File: config.mk
export PLATFORM = sky130hd
export DESIGN_NAME = key_value_line_parser
export DESIGN_NICKNAME = d
export VERILOG_FILES = /design/src/design/kvlp_pkg.sv /design/src/design/kvlp_ctrl.sv /design/src/design/kvlp_dp.sv /design/src/design/key_value_line_parser.sv
export VERILOG_INCLUDE_DIRS = /design/src /design/src/design
export SDC_FILE = /design/constraint.sdc
export NUM_CORES = 1
export LEC_CHECK = 0
export BUFFER_PORTS_ARGS = -buffer_cell sky130_fd_sc_hd__buf_4
export CORE_MARGIN = 8
export CORE_UTILIZATION = 35
export DETAILED_ROUTE_END_ITERATION = 8
export HOLD_SLACK_MARGIN = 0.06
export PLACE_DENSITY = 0.5
export SLEW_MARGIN = 20
export SYNTH_ARGS = -nofsm -noshare
export SYNTH_HDL_FRONTEND = slang
export SYNTH_HIERARCHICAL = 1
export SYNTH_SLANG_ARGS = --single-unit
export TNS_END_PERCENT = 10
File: constraint.sdc
create_clock -name clk -period 5.66 [get_ports clk]
set_input_delay 0.566 -clock clk [delete_from_list [all_inputs] [get_ports clk]]
set_output_delay 0.566 -clock clk [all_outputs]
set_load 0.005 [all_outputs]
File: src/design/key_value_line_parser_macros.svh
// Assertion macros shared by the key/value line parser.
`ifndef KEY_VALUE_LINE_PARSER_MACROS_SVH
`define KEY_VALUE_LINE_PARSER_MACROS_SVH

// Check a condition at every clock edge outside reset.
`define KVLP_ALWAYS(lbl, cond, msg) \
  lbl: assert property (@(posedge clk) disable iff (rst) (cond)) else $error(msg);

// Check that a condition implies another in the same cycle.
`define KVLP_IMPLIES(lbl, pre, post, msg) \
  lbl: assert property (@(posedge clk) disable iff (rst) (pre) |-> (post)) else $error(msg);

// Check that a condition implies another in the next cycle.
`define KVLP_NEXT(lbl, pre, post, msg) \
  lbl: assert property (@(posedge clk) disable iff (rst) (pre) |=> (post)) else $error(msg);

`endif

File: src/design/kvlp_pkg.sv
// Shared constants, codes and command/status types of the key/value line parser.
package kvlp_pkg;

  localparam int KEY_LIMIT   = 16;
  localparam int VALUE_LIMIT = 32;

  localparam int KEY_DEPTH = KEY_LIMIT - 1;
  localparam int VAL_DEPTH = VALUE_LIMIT - 1;
  localparam int KEY_AW    = (KEY_DEPTH > 1) ? $clog2(KEY_DEPTH) : 1;
  localparam int VAL_AW    = (VAL_DEPTH > 1) ? $clog2(VAL_DEPTH) : 1;
  localparam int KEY_CW    = $clog2(KEY_LIMIT);
  localparam int VAL_CW    = $clog2(VALUE_LIMIT + 1);
  localparam int IDX_W     = (KEY_CW > VAL_CW) ? KEY_CW : VAL_CW;

  localparam logic [7:0] CH_NUL   = 8'h00;
  localparam logic [7:0] CH_TAB   = 8'h09;
  localparam logic [7:0] CH_NL    = 8'h0A;
  localparam logic [7:0] CH_SPACE = 8'h20;
  localparam logic [7:0] CH_HASH  = 8'h23;
  localparam logic [7:0] CH_EQ    = 8'h3D;

  localparam logic [1:0] KIND_KEY    = 2'd0;
  localparam logic [1:0] KIND_VALUE  = 2'd1;
  localparam logic [1:0] KIND_STATUS = 2'd2;

  localparam logic [1:0] ST_OK         = 2'd0;
  localparam logic [1:0] ST_SKIPPED    = 2'd1;
  localparam logic [1:0] ST_FORMAT     = 2'd2;
  localparam logic [1:0] ST_VALUE_LONG = 2'd3;

  typedef struct packed {
    logic       key_wr;
    logic       val_wr;
    logic       emit_key;
    logic       emit_val;
    logic       emit_status;
    logic [1:0] code;
  } kvlp_cmd_t;

  typedef struct packed {
    logic is_nul;
    logic is_blank;
    logic is_hash;
    logic is_nl;
    logic is_eq;
    logic key_full;
    logic val_over;
    logic key_last;
    logic val_last;
    logic val_empty;
  } kvlp_stat_t;

endpackage

File: src/design/kvlp_ctrl.sv
// Controller state machine: parse phases and the result emission sequence.
module kvlp_ctrl import kvlp_pkg::*; (
  input  logic       clk,
  input  logic       rst,
  input  logic       start,
  input  kvlp_stat_t stat,
  output kvlp_cmd_t  cmd,
  output logic       busy
);

  typedef enum logic [2:0] {
    S_SKIP,
    S_KEY,
    S_VALUE,
    S_DISCARD,
    S_EMIT_KEY,
    S_EMIT_VAL,
    S_STATUS
  } state_t;

  state_t     state, state_next;
  logic [1:0] line_status, line_status_next;
  logic       accept;

  assign busy   = (state == S_EMIT_KEY) || (state == S_EMIT_VAL) || (state == S_STATUS);
  assign accept = start && !busy;

  always_comb begin
    state_next       = state;
    line_status_next = line_status;
    cmd              = '0;
    cmd.code         = line_status;
    unique case (state)
      S_SKIP: begin
        if (accept) begin
          if (stat.is_nul) begin
            line_status_next = ST_SKIPPED;
            state_next       = S_STATUS;
          end else if (stat.is_blank) begin
            state_next = S_SKIP;
          end else if (stat.is_hash || stat.is_nl) begin
            line_status_next = ST_SKIPPED;
            state_next       = S_DISCARD;
          end else if (stat.is_eq) begin
            line_status_next = ST_FORMAT;
            state_next       = S_DISCARD;
          end else begin
            cmd.key_wr = 1'b1;
            state_next = S_KEY;
          end
        end
      end
      S_KEY: begin
        if (accept) begin
          if (stat.is_nul) begin
            line_status_next = ST_FORMAT;
            state_next       = S_STATUS;
          end else if (stat.is_eq) begin
            state_next = S_VALUE;
          end else if (stat.is_nl || stat.key_full) begin
            line_status_next = ST_FORMAT;
            state_next       = S_DISCARD;
          end else begin
            cmd.key_wr = 1'b1;
          end
        end
      end
      S_VALUE: begin
        if (accept) begin
          if (stat.is_nul) begin
            if (stat.val_over) begin
              line_status_next = ST_VALUE_LONG;
              state_next       = S_STATUS;
            end else begin
              state_next = S_EMIT_KEY;
            end
          end else begin
            cmd.val_wr = 1'b1;
          end
        end
      end
      S_DISCARD: begin
        if (accept && stat.is_nul) begin
          state_next = S_STATUS;
        end
      end
      S_EMIT_KEY: begin
        cmd.emit_key = 1'b1;
        if (stat.key_last) begin
          state_next = stat.val_empty ? S_STATUS : S_EMIT_VAL;
        end
      end
      S_EMIT_VAL: begin
        cmd.emit_val = 1'b1;
        if (stat.val_last) begin
          state_next = S_STATUS;
        end
      end
      S_STATUS: begin
        cmd.emit_status  = 1'b1;
        line_status_next = ST_OK;
        state_next       = S_SKIP;
      end
      default: begin
        state_next = S_SKIP;
      end
    endcase
  end

  always_ff @(posedge clk) begin
    if (rst) begin
      state       <= S_SKIP;
      line_status <= ST_OK;
    end else begin
      state       <= state_next;
      line_status <= line_status_next;
    end
  end

endmodule

File: src/design/kvlp_dp.sv
// Datapath: byte decode, key and value stores, counters and the result register.
module kvlp_dp import kvlp_pkg::*; (
  input  logic       clk,
  input  logic       rst,
  input  logic [7:0] line_byte,
  input  kvlp_cmd_t  cmd,
  output kvlp_stat_t stat,
  output logic       strobe,
  output logic [1:0] item_kind,
  output logic [7:0] out_byte,
  output logic [1:0] status_code,
  output logic       last_of_run
);

  logic [7:0]       key_mem [KEY_DEPTH];
  logic [7:0]       val_mem [VAL_DEPTH];
  logic [KEY_CW-1:0] key_count;
  logic [VAL_CW-1:0] value_count;
  logic [VAL_CW-1:0] trimmed_length;
  logic [IDX_W-1:0]  emit_idx;
  logic              val_room;
  logic              is_trim;

  assign val_room = value_count < VAL_CW'(VAL_DEPTH);
  assign is_trim  = stat.is_blank || stat.is_nl;

  always_comb begin
    stat.is_nul    = line_byte == CH_NUL;
    stat.is_blank  = (line_byte == CH_SPACE) || (line_byte == CH_TAB);
    stat.is_hash   = line_byte == CH_HASH;
    stat.is_nl     = line_byte == CH_NL;
    stat.is_eq     = line_byte == CH_EQ;
    stat.key_full  = key_count >= KEY_CW'(KEY_DEPTH);
    stat.val_over  = value_count >= VAL_CW'(VALUE_LIMIT);
    stat.key_last  = IDX_W'(emit_idx + 1'b1) == IDX_W'(key_count);
    stat.val_last  = IDX_W'(emit_idx + 1'b1) == IDX_W'(trimmed_length);
    stat.val_empty = trimmed_length == '0;
  end

  always_ff @(posedge clk) begin
    if (rst) begin
      key_count      <= '0;
      value_count    <= '0;
      trimmed_length <= '0;
      emit_idx       <= '0;
      strobe         <= 1'b0;
    end else begin
      strobe <= cmd.emit_key || cmd.emit_val || cmd.emit_status;
      if (cmd.key_wr) begin
        key_count <= KEY_CW'(key_count + 1'b1);
      end
      if (cmd.val_wr) begin
        if (val_room) begin
          value_count <= VAL_CW'(value_count + 1'b1);
          if (!is_trim) begin
            trimmed_length <= VAL_CW'(value_count + 1'b1);
          end
        end else begin
          value_count <= VAL_CW'(VALUE_LIMIT);
        end
      end
      if (cmd.emit_key) begin
        emit_idx <= stat.key_last ? '0 : IDX_W'(emit_idx + 1'b1);
      end
      if (cmd.emit_val) begin
        emit_idx <= stat.val_last ? '0 : IDX_W'(emit_idx + 1'b1);
      end
      if (cmd.emit_status) begin
        key_count      <= '0;
        value_count    <= '0;
        trimmed_length <= '0;
        emit_idx       <= '0;
      end
    end
  end

  always_ff @(posedge clk) begin
    if (cmd.key_wr) begin
      key_mem[key_count[KEY_AW-1:0]] <= line_byte;
    end
    if (cmd.val_wr && val_room) begin
      val_mem[value_count[VAL_AW-1:0]] <= line_byte;
    end
    if (cmd.emit_key) begin
      item_kind   <= KIND_KEY;
      out_byte    <= key_mem[emit_idx[KEY_AW-1:0]];
      status_code <= ST_OK;
      last_of_run <= 1'b0;
    end else if (cmd.emit_val) begin
      item_kind   <= KIND_VALUE;
      out_byte    <= val_mem[emit_idx[VAL_AW-1:0]];
      status_code <= ST_OK;
      last_of_run <= 1'b0;
    end else if (cmd.emit_status) begin
      item_kind   <= KIND_STATUS;
      out_byte    <= CH_NUL;
      status_code <= cmd.code;
      last_of_run <= 1'b1;
    end
  end

endmodule

File: src/design/key_value_line_parser.sv
// Key/value line parser top level: controller plus datapath.
// Throughput: one line byte per cycle while busy is low; the terminator then
// starts a run of key bytes, value bytes and a status item, one per cycle, or only
// the status item on a skipped line or an error. The first result passes the state
// register and then the result register; busy stays high while the run is emitted.
// Reset (rst, synchronous) returns to skipping leading blanks with no results pending.
`include "key_value_line_parser_macros.svh"

module key_value_line_parser import kvlp_pkg::*; (
  input  logic       clk,
  input  logic       rst,
  input  logic       start,
  output logic       busy,
  input  logic [7:0] line_byte,
  output logic       strobe,
  output logic [1:0] item_kind,
  output logic [7:0] out_byte,
  output logic [1:0] status_code,
  output logic       last_of_run
);

  kvlp_cmd_t  cmd;
  kvlp_stat_t stat;

  kvlp_ctrl u_ctrl (
    .clk   (clk),
    .rst   (rst),
    .start (start),
    .stat  (stat),
    .cmd   (cmd),
    .busy  (busy)
  );

  kvlp_dp u_dp (
    .clk         (clk),
    .rst         (rst),
    .line_byte   (line_byte),
    .cmd         (cmd),
    .stat        (stat),
    .strobe      (strobe),
    .item_kind   (item_kind),
    .out_byte    (out_byte),
    .status_code (status_code),
    .last_of_run (last_of_run)
  );

  `KVLP_NEXT(a_term_starts_run, start && !busy && (line_byte == CH_NUL), busy, "terminator did not start a run")
  `KVLP_IMPLIES(a_idle_only_status, strobe && !busy, last_of_run, "data item shown while idle")
  `KVLP_IMPLIES(a_status_last, strobe && (item_kind == KIND_STATUS), last_of_run, "status item not last")
  `KVLP_IMPLIES(a_data_code, strobe && !last_of_run, status_code == ST_OK, "data item carries a status")

endmodule

# ---- Word level (Yosys, flattened, before mapping)
# Memory sizes are Yosys's and may differ from the RTL's. A register that Yosys moved wholly into a read port is not among the register bits.
# Cells that the tools add are included.
dict set report word_totals {
  ram_bits 368
  ff_bits 40
  input_bits 11
  memories 2
  wordCells 134
  output_inout_bits 15
}
# memory words width rd rd_ports_with_merged_regs wr line_no
set mem_list {}
lappend mem_list {u_dp.val_mem 31 8 1 1 1 kvlp_dp.sv:16} ;# logic [7:0] val_mem [VAL_DEPTH];
lappend mem_list {u_dp.key_mem 15 8 1 1 1 kvlp_dp.sv:15} ;# logic [7:0] key_mem [KEY_DEPTH];
dict set report classes {
  mux 64
  reduce_logical 24
  n_eq_ne 26
  addsub 3
  n_bitwise 1
  order_cmp 3
}
# operator count
set op_table {}
lappend op_table {{$mux 3} 12}
lappend op_table {{$mux 2} 16}
lappend op_table {{$mux 6} 5}
lappend op_table {{$eq 8x6->1 const B} 3}
lappend op_table {{$mux 8} 3}
lappend op_table {{$mux 1} 21}
lappend op_table {{$pmux 3 s6} 1}
lappend op_table {{$eq 8x4->1 const B} 2}
lappend op_table {{$ne 2x1->1 const B} 7}
lappend op_table {{$add 6x1->6 const B} 2}
lappend op_table {{$mux 5} 2}
lappend op_table {{$reduce_and 10->1} 1}
lappend op_table {{$eq 3x3->1 const B} 3}
lappend op_table {{$logic_not 8->1} 1}
lappend op_table {{$logic_or 1x1->1} 8}
lappend op_table {{$mux 4} 2}
lappend op_table {{$ne 4x2->1 const B} 2}
lappend op_table {{$pmux 2 s4} 1}
lappend op_table {{$reduce_and 8->1} 1}
lappend op_table {{$eq 3x2->1 const B} 2}
lappend op_table {{$eq 6x4->1} 1}
lappend op_table {{$eq 6x6->1} 1}
lappend op_table {{$ge 6x6->1 const B} 1}
lappend op_table {{$logic_not 6->1} 1}
lappend op_table {{other kinds (18)} 22}

# ---- Longest topological paths before layout
dict set report depth {
  depth_word 10
  ltp_mapped 11
}

# ---- Modules after synthesis
# Netlist, hierarchy kept.
# mod n_inst cells_per_inst seq_area_each_um2 area_each_um2
set modules_own_cells {}
lappend modules_own_cells {kvlp_dp 1 887 11931.4 16256.8}
lappend modules_own_cells {kvlp_ctrl 1 64 100.1 471.7}

# ---- Worst setup path after synthesis
# OpenSTA, ideal clock, no wires.
dict set report synth_path {
  path_type {input to register}
  from {in line_byte[0]}
  to {mem u_dp.val_mem[14][0] (enable)}
  arrival_ns 2.972
  setup_slack_ns 2.305
  setup_time_ns 0.383
  required_time_ns 5.277
  cell_stages 9
  n_path_buf 2
  path_cell_list {clkbuf_2 > or4_1 > nor2_1 > buf_2 > nor4bb_1 > inv_2 > nor3b_2 > nand2_1 > nor3_1}
}
# element line_no
set synth_rtl {}
lappend synth_rtl {{from (decl)} key_value_line_parser.sv:14} ;# input logic [7:0] line_byte,
lappend synth_rtl {{to (decl)} kvlp_dp.sv:16}

==> impl_results.rst <==
.. list-table::
   :header-rows: 1

   * - Metric
     - Value
   * - Result of the run
     - completed
   * - Ports
     - 26
   * - Final layout net count
     - around 1,000
   * - Area share of the largest cell type after synthesis
     - 0.675
   * - Pin count of the biggest net entering global routing
     - 51
   * - Sequential area share after synthesis
     - 0.719
   * - Worst-case setup margin in the final layout
     - about 1.8 ns
   * - Residual DRC
     - 0
   * - Largest fanout on the critical path
     - ~50
   * - Final max-slew violation count
     - 0
   * - Worst slew margin relative to its limit
     - 0.377
   * - Placed Area
     - 0.0176 sq mm
   * - Chip Height
     - ~230 um
   * - Number of instances resized during post-cts repair
     - 0
   * - Remaining Overflow, GRT
     - 0
   * - Portion of total power attributed to the clock network
     - 0.434
   * - Total leakage power
     - slightly below 6 nW
   * - 1st-iter DRT viols
     - approximately 680
   * - Wirelength, routed
     - a little under 40 mm
   * - Clock Latency Late Sink
     - about 0.57 ns
   * - Crit path capture
     - u_dp/val_mem[9][1]
   * - Worst Path Class, Setup
     - primary input to register
   * - Hold buffer count at cts
     - 0
   * - Cell type with the highest occurrence count on the critical path
     - sky130_fd_sc_hd__nor2_1
   * - Total clock buffers created by CTS
     - 43
   * - Post-CTS repair timing setup buffer count
     - 0
   * - Seq pwr share
     - 0.532
   * - Startpoint of the most critical hold path
     - rst
   * - Post-synth EDFFs
     - ~380
   * - Transition time at the pin with the least slew margin
     - roughly 0.93 ns
   * - Routed via count
     - about 8,600
   * - Worst Setup Slack post-DPL
     - about 0.88 ns
   * - Antenna Violating Nets Remaining
     - 0
   * - Internal Pwr Total
     - 5.02 mW
   * - Number of rows in the core area
     - 80
   * - End of the worst register-to-register path
     - u_dp/val_mem[9][1]
   * - Synthesized Nets
     - approximately 1,000
   * - Endpoint type of the worst setup path
     - register
   * - Area of the die
     - between 0.05 and 0.06 sq mm
   * - Switching share of power
     - 0.209
   * - Top achievable clock speed
     - between 0.2 and 0.3 GHz
   * - Clk Tree Root Cell
     - sky130_fd_sc_hd__clkbuf_16
   * - Final critical-path share of the clock period
     - 0.689
   * - Time the final worst path needs with I/O delays and setup
     - ~3.9 ns
   * - Gate count of the mapped netlist
     - roughly 950
   * - Worst IR drop on VDD
     - 171 uV
   * - Global-route wire length before repair
     - between 50 and 60 mm
   * - Flip-flop and latch count after synthesis
     - between 400 and 500
   * - Cell area after layout
     - approximately 0.019 sq mm
   * - Register-to-Register Setup Slack
     - approximately 1.9 ns
   * - Worst path required time
     - between 5 and 6 ns
   * - Sum of net half-perimeters after detailed placement
     - approximately 25 mm
   * - Signal arrival time at the worst endpoint
     - between 4 and 5 ns
   * - Area added between synthesis and finish
     - 13.4%
   * - Setup crit start
     - line_byte[4]
   * - H-tree depth reported by CTS
     - 2
   * - Power share of the combinational group
     - 0.034
   * - Setup Total Neg Slack
     - 0 ns
   * - Levels on crit path
     - 8
   * - Synth warn
     - 6
   * - Post-synthesis instance area
     - about 0.017 sq mm
   * - Cells after DPL
     - between 1,500 and 2,000
   * - Library cell with the highest instance count after synthesis
     - sky130_fd_sc_hd__edfxtp_1
   * - Power consumption
     - roughly 6.4 mW
   * - RSZ-0062 raised after global routing
     - false
   * - Total Routing Usage GR
     - 0.143
   * - Buffer levels on the longest clock path
     - 3
   * - Final weighted congestion in routability-driven placement
     - 0.769
   * - FF-to-FF path depth
     - 6
   * - Power density normalized to cell area
     - 335 mW/mm^2
   * - Worst path cell trace
     - buf_4, or4_4, nor2_1, nor4bb_1, inv_2, nor3b_2, nand2_1, nor2_1
   * - Dominant delay contributor by cell family on the critical path
     - simple AND/OR/NAND/NOR gates
   * - Top cells by area, synth
     - sky130_fd_sc_hd__edfxtp_1 67%, sky130_fd_sc_hd__mux4_2 12%, sky130_fd_sc_hd__dfxtp_1 4.4%, sky130_fd_sc_hd__mux2i_1 1.8%, sky130_fd_sc_hd__nor2_1 1.5%
   * - Clock-pin slew of the registers on the worst-case setup and hold paths
     - approximately 0.060 ns
   * - Number of violations of the max-capacitance limit
     - 0
   * - Crit path buffers/inverters
     - 2
   * - Wire per inst
     - between 20 and 25 um
   * - Hold crit path type
     - primary input to register
   * - TritonCTS clock tree
     - done
   * - Proportion of layout cells with a drive suffix above 1
     - 0.210
   * - Number of clock sinks
     - just over 400
   * - Initial core utilization
     - 0.353
   * - Setup skew after layout
     - approximately 0.024 ns
   * - 1st-pass router iterations
     - 5
   * - Via-per-instance ratio
     - approximately 5.3
   * - Number of global-route vias before repair
     - 8,911
   * - Worst stage delay on the critical path
     - ~0.79 ns
   * - Commonest cells post-synth
     - 376 x sky130_fd_sc_hd__edfxtp_1, 88 x sky130_fd_sc_hd__mux4_2, 69 x sky130_fd_sc_hd__nor2_1
   * - Critical Path Source Type
     - primary input
   * - Final number of hold-violating endpoints
     - 0
   * - Antenna violations before repair
     - 0
   * - Reg2reg start
     - u_ctrl/state[1]
   * - Cell taking the most area after synthesis
     - sky130_fd_sc_hd__edfxtp_1
   * - Slowest stage cell on the critical path
     - sky130_fd_sc_hd__nor2_1
   * - Net switching component of the power
     - about 1.3 mW
   * - Final setup violating endpoints
     - 0
   * - Count of cell types in the netlist
     - just under 60
   * - Fin Hold WS
     - roughly 0.26 ns
   * - Horizontal die dimension
     - 235 um
   * - Final Core Density
     - 0.400
   * - Filler-free cell count of the finished design
     - about 1,600
   * - Placeable core area
     - 0.0474 sq mm
   * - Buffers on Ports
     - 25
   * - Syn Area/Cell
     - 17.6 sq um
   * - Async S/R FF share, synth
     - 0
   * - Main flop type after synthesis
     - sky130_fd_sc_hd__edfxtp_1
-- layout make-up --
cell class / count / area [sq um]
clock buffers: 54 / 1160
well taps: 615 / 769
fillers: 4352 / 28500
flip-flops and latches: 413 / 12000
diodes: 1 / 2.50
inverters: 11 / 41.3
repair buffers: 43 / 323
multi-input cells: 471 / 4410
clock inverters: 25 / 223
-- layout by cell type, fill, tap and decap left out, types with 3 or more instances in the layout --
cell and count:
sky130_fd_sc_hd__a22oi_1 34, sky130_fd_sc_hd__o21a_1 3, sky130_fd_sc_hd__edfxtp_1 376, sky130_fd_sc_hd__dfxtp_1 35, sky130_fd_sc_hd__a21oi_1 27, sky130_fd_sc_hd__clkinvlp_4 3
sky130_fd_sc_hd__nand2b_1 6, sky130_fd_sc_hd__nor3_1 6, sky130_fd_sc_hd__mux2i_1 30, sky130_fd_sc_hd__xnor2_1 14, sky130_fd_sc_hd__nor2b_1 6, sky130_fd_sc_hd__a311oi_1 3
sky130_fd_sc_hd__nor4_1 3, sky130_fd_sc_hd__mux4_2 88, sky130_fd_sc_hd__buf_4 43, sky130_fd_sc_hd__or4_1 4, sky130_fd_sc_hd__nand4_1 5, sky130_fd_sc_hd__o21ai_1 16
sky130_fd_sc_hd__nor2_1 69, sky130_fd_sc_hd__ha_1 9, sky130_fd_sc_hd__and2_1 16, sky130_fd_sc_hd__clkinv_1 6, sky130_fd_sc_hd__inv_1 9, sky130_fd_sc_hd__clkbuf_16 44
sky130_fd_sc_hd__nand2_1 53, sky130_fd_sc_hd__nand3b_1 5, sky130_fd_sc_hd__a211oi_1 4, sky130_fd_sc_hd__clkbuf_1 8, sky130_fd_sc_hd__xor2_1 10, sky130_fd_sc_hd__o21ai_0 11
sky130_fd_sc_hd__and3_1 4, sky130_fd_sc_hd__or3_1 3, sky130_fd_sc_hd__nand3_1 5, sky130_fd_sc_hd__a31oi_1 4, sky130_fd_sc_hd__clkinv_2 9, sky130_fd_sc_hd__bufinv_16 3
-- worst register-to-register path, stage by stage (launching register included) --
cell and delay, ns:
sky130_fd_sc_hd__dfxtp_1 0.48, sky130_fd_sc_hd__nor2b_1 0.31, sky130_fd_sc_hd__nor4bb_1 0.62, sky130_fd_sc_hd__inv_2 0.15
sky130_fd_sc_hd__nor3b_2 0.54, sky130_fd_sc_hd__nand2_1 0.52, sky130_fd_sc_hd__nor2_1 0.80
-- state kept, by name, summed over array words and instances (netlist names), 3 cells and up, named ones only --
name	cells
u_ctrl/state	3
u_dp/emit_idx	6
u_dp/key_count	4
u_dp/key_mem	120
u_dp/out_byte	8
u_dp/trimmed_length	6
u_dp/val_mem	248
u_dp/value_count	6
-- worst min path at each step --
stage,to,depth (start not counted)
2_1_floorplan,u_ctrl/line_status[0],2
3_3_place_gp,u_ctrl/line_status[0],2
4_1_cts,u_ctrl/state[2],2
3_5_place_dp,u_ctrl/line_status[1],2
5_1_grt,u_ctrl/state[2],2
6_report,u_ctrl/state[2],2
-- logic make-up after synthesis --
| family | synth area share |
|---|---|
| AO/OA/AOI/OAI | 0.0450 |
| AND/OR/NAND/NOR | 0.0616 |
| flip-flops | 0.719 |
| multiplexers | 0.137 |
| adder cells (fa/ha/maj) | 0.00673 |
| buffers and inverters | 0.0177 |
| XOR/XNOR | 0.0126 |
-- metal layers --
metal,routed length [um],GRT usage
met1,18300,0.203
met2,18200,0.220
met3,2150,0.0314
met4,801,0.0370
met5,0,0
-- power by group through the flow --
stage | combinational [mW] | clock (mW) | sequential [mW]
floorplan | 0.122 | 0 | 3.43
global placement | 0.220 | 0 | 3.44
detailed placement | 0.221 | 0 | 3.44
CTS | 0.222 | 2.83 | 3.38
global route | 0.241 | 2.95 | 3.38
finish | 0.218 | 2.75 | 3.38
Power figures use the tool's default switching activity.
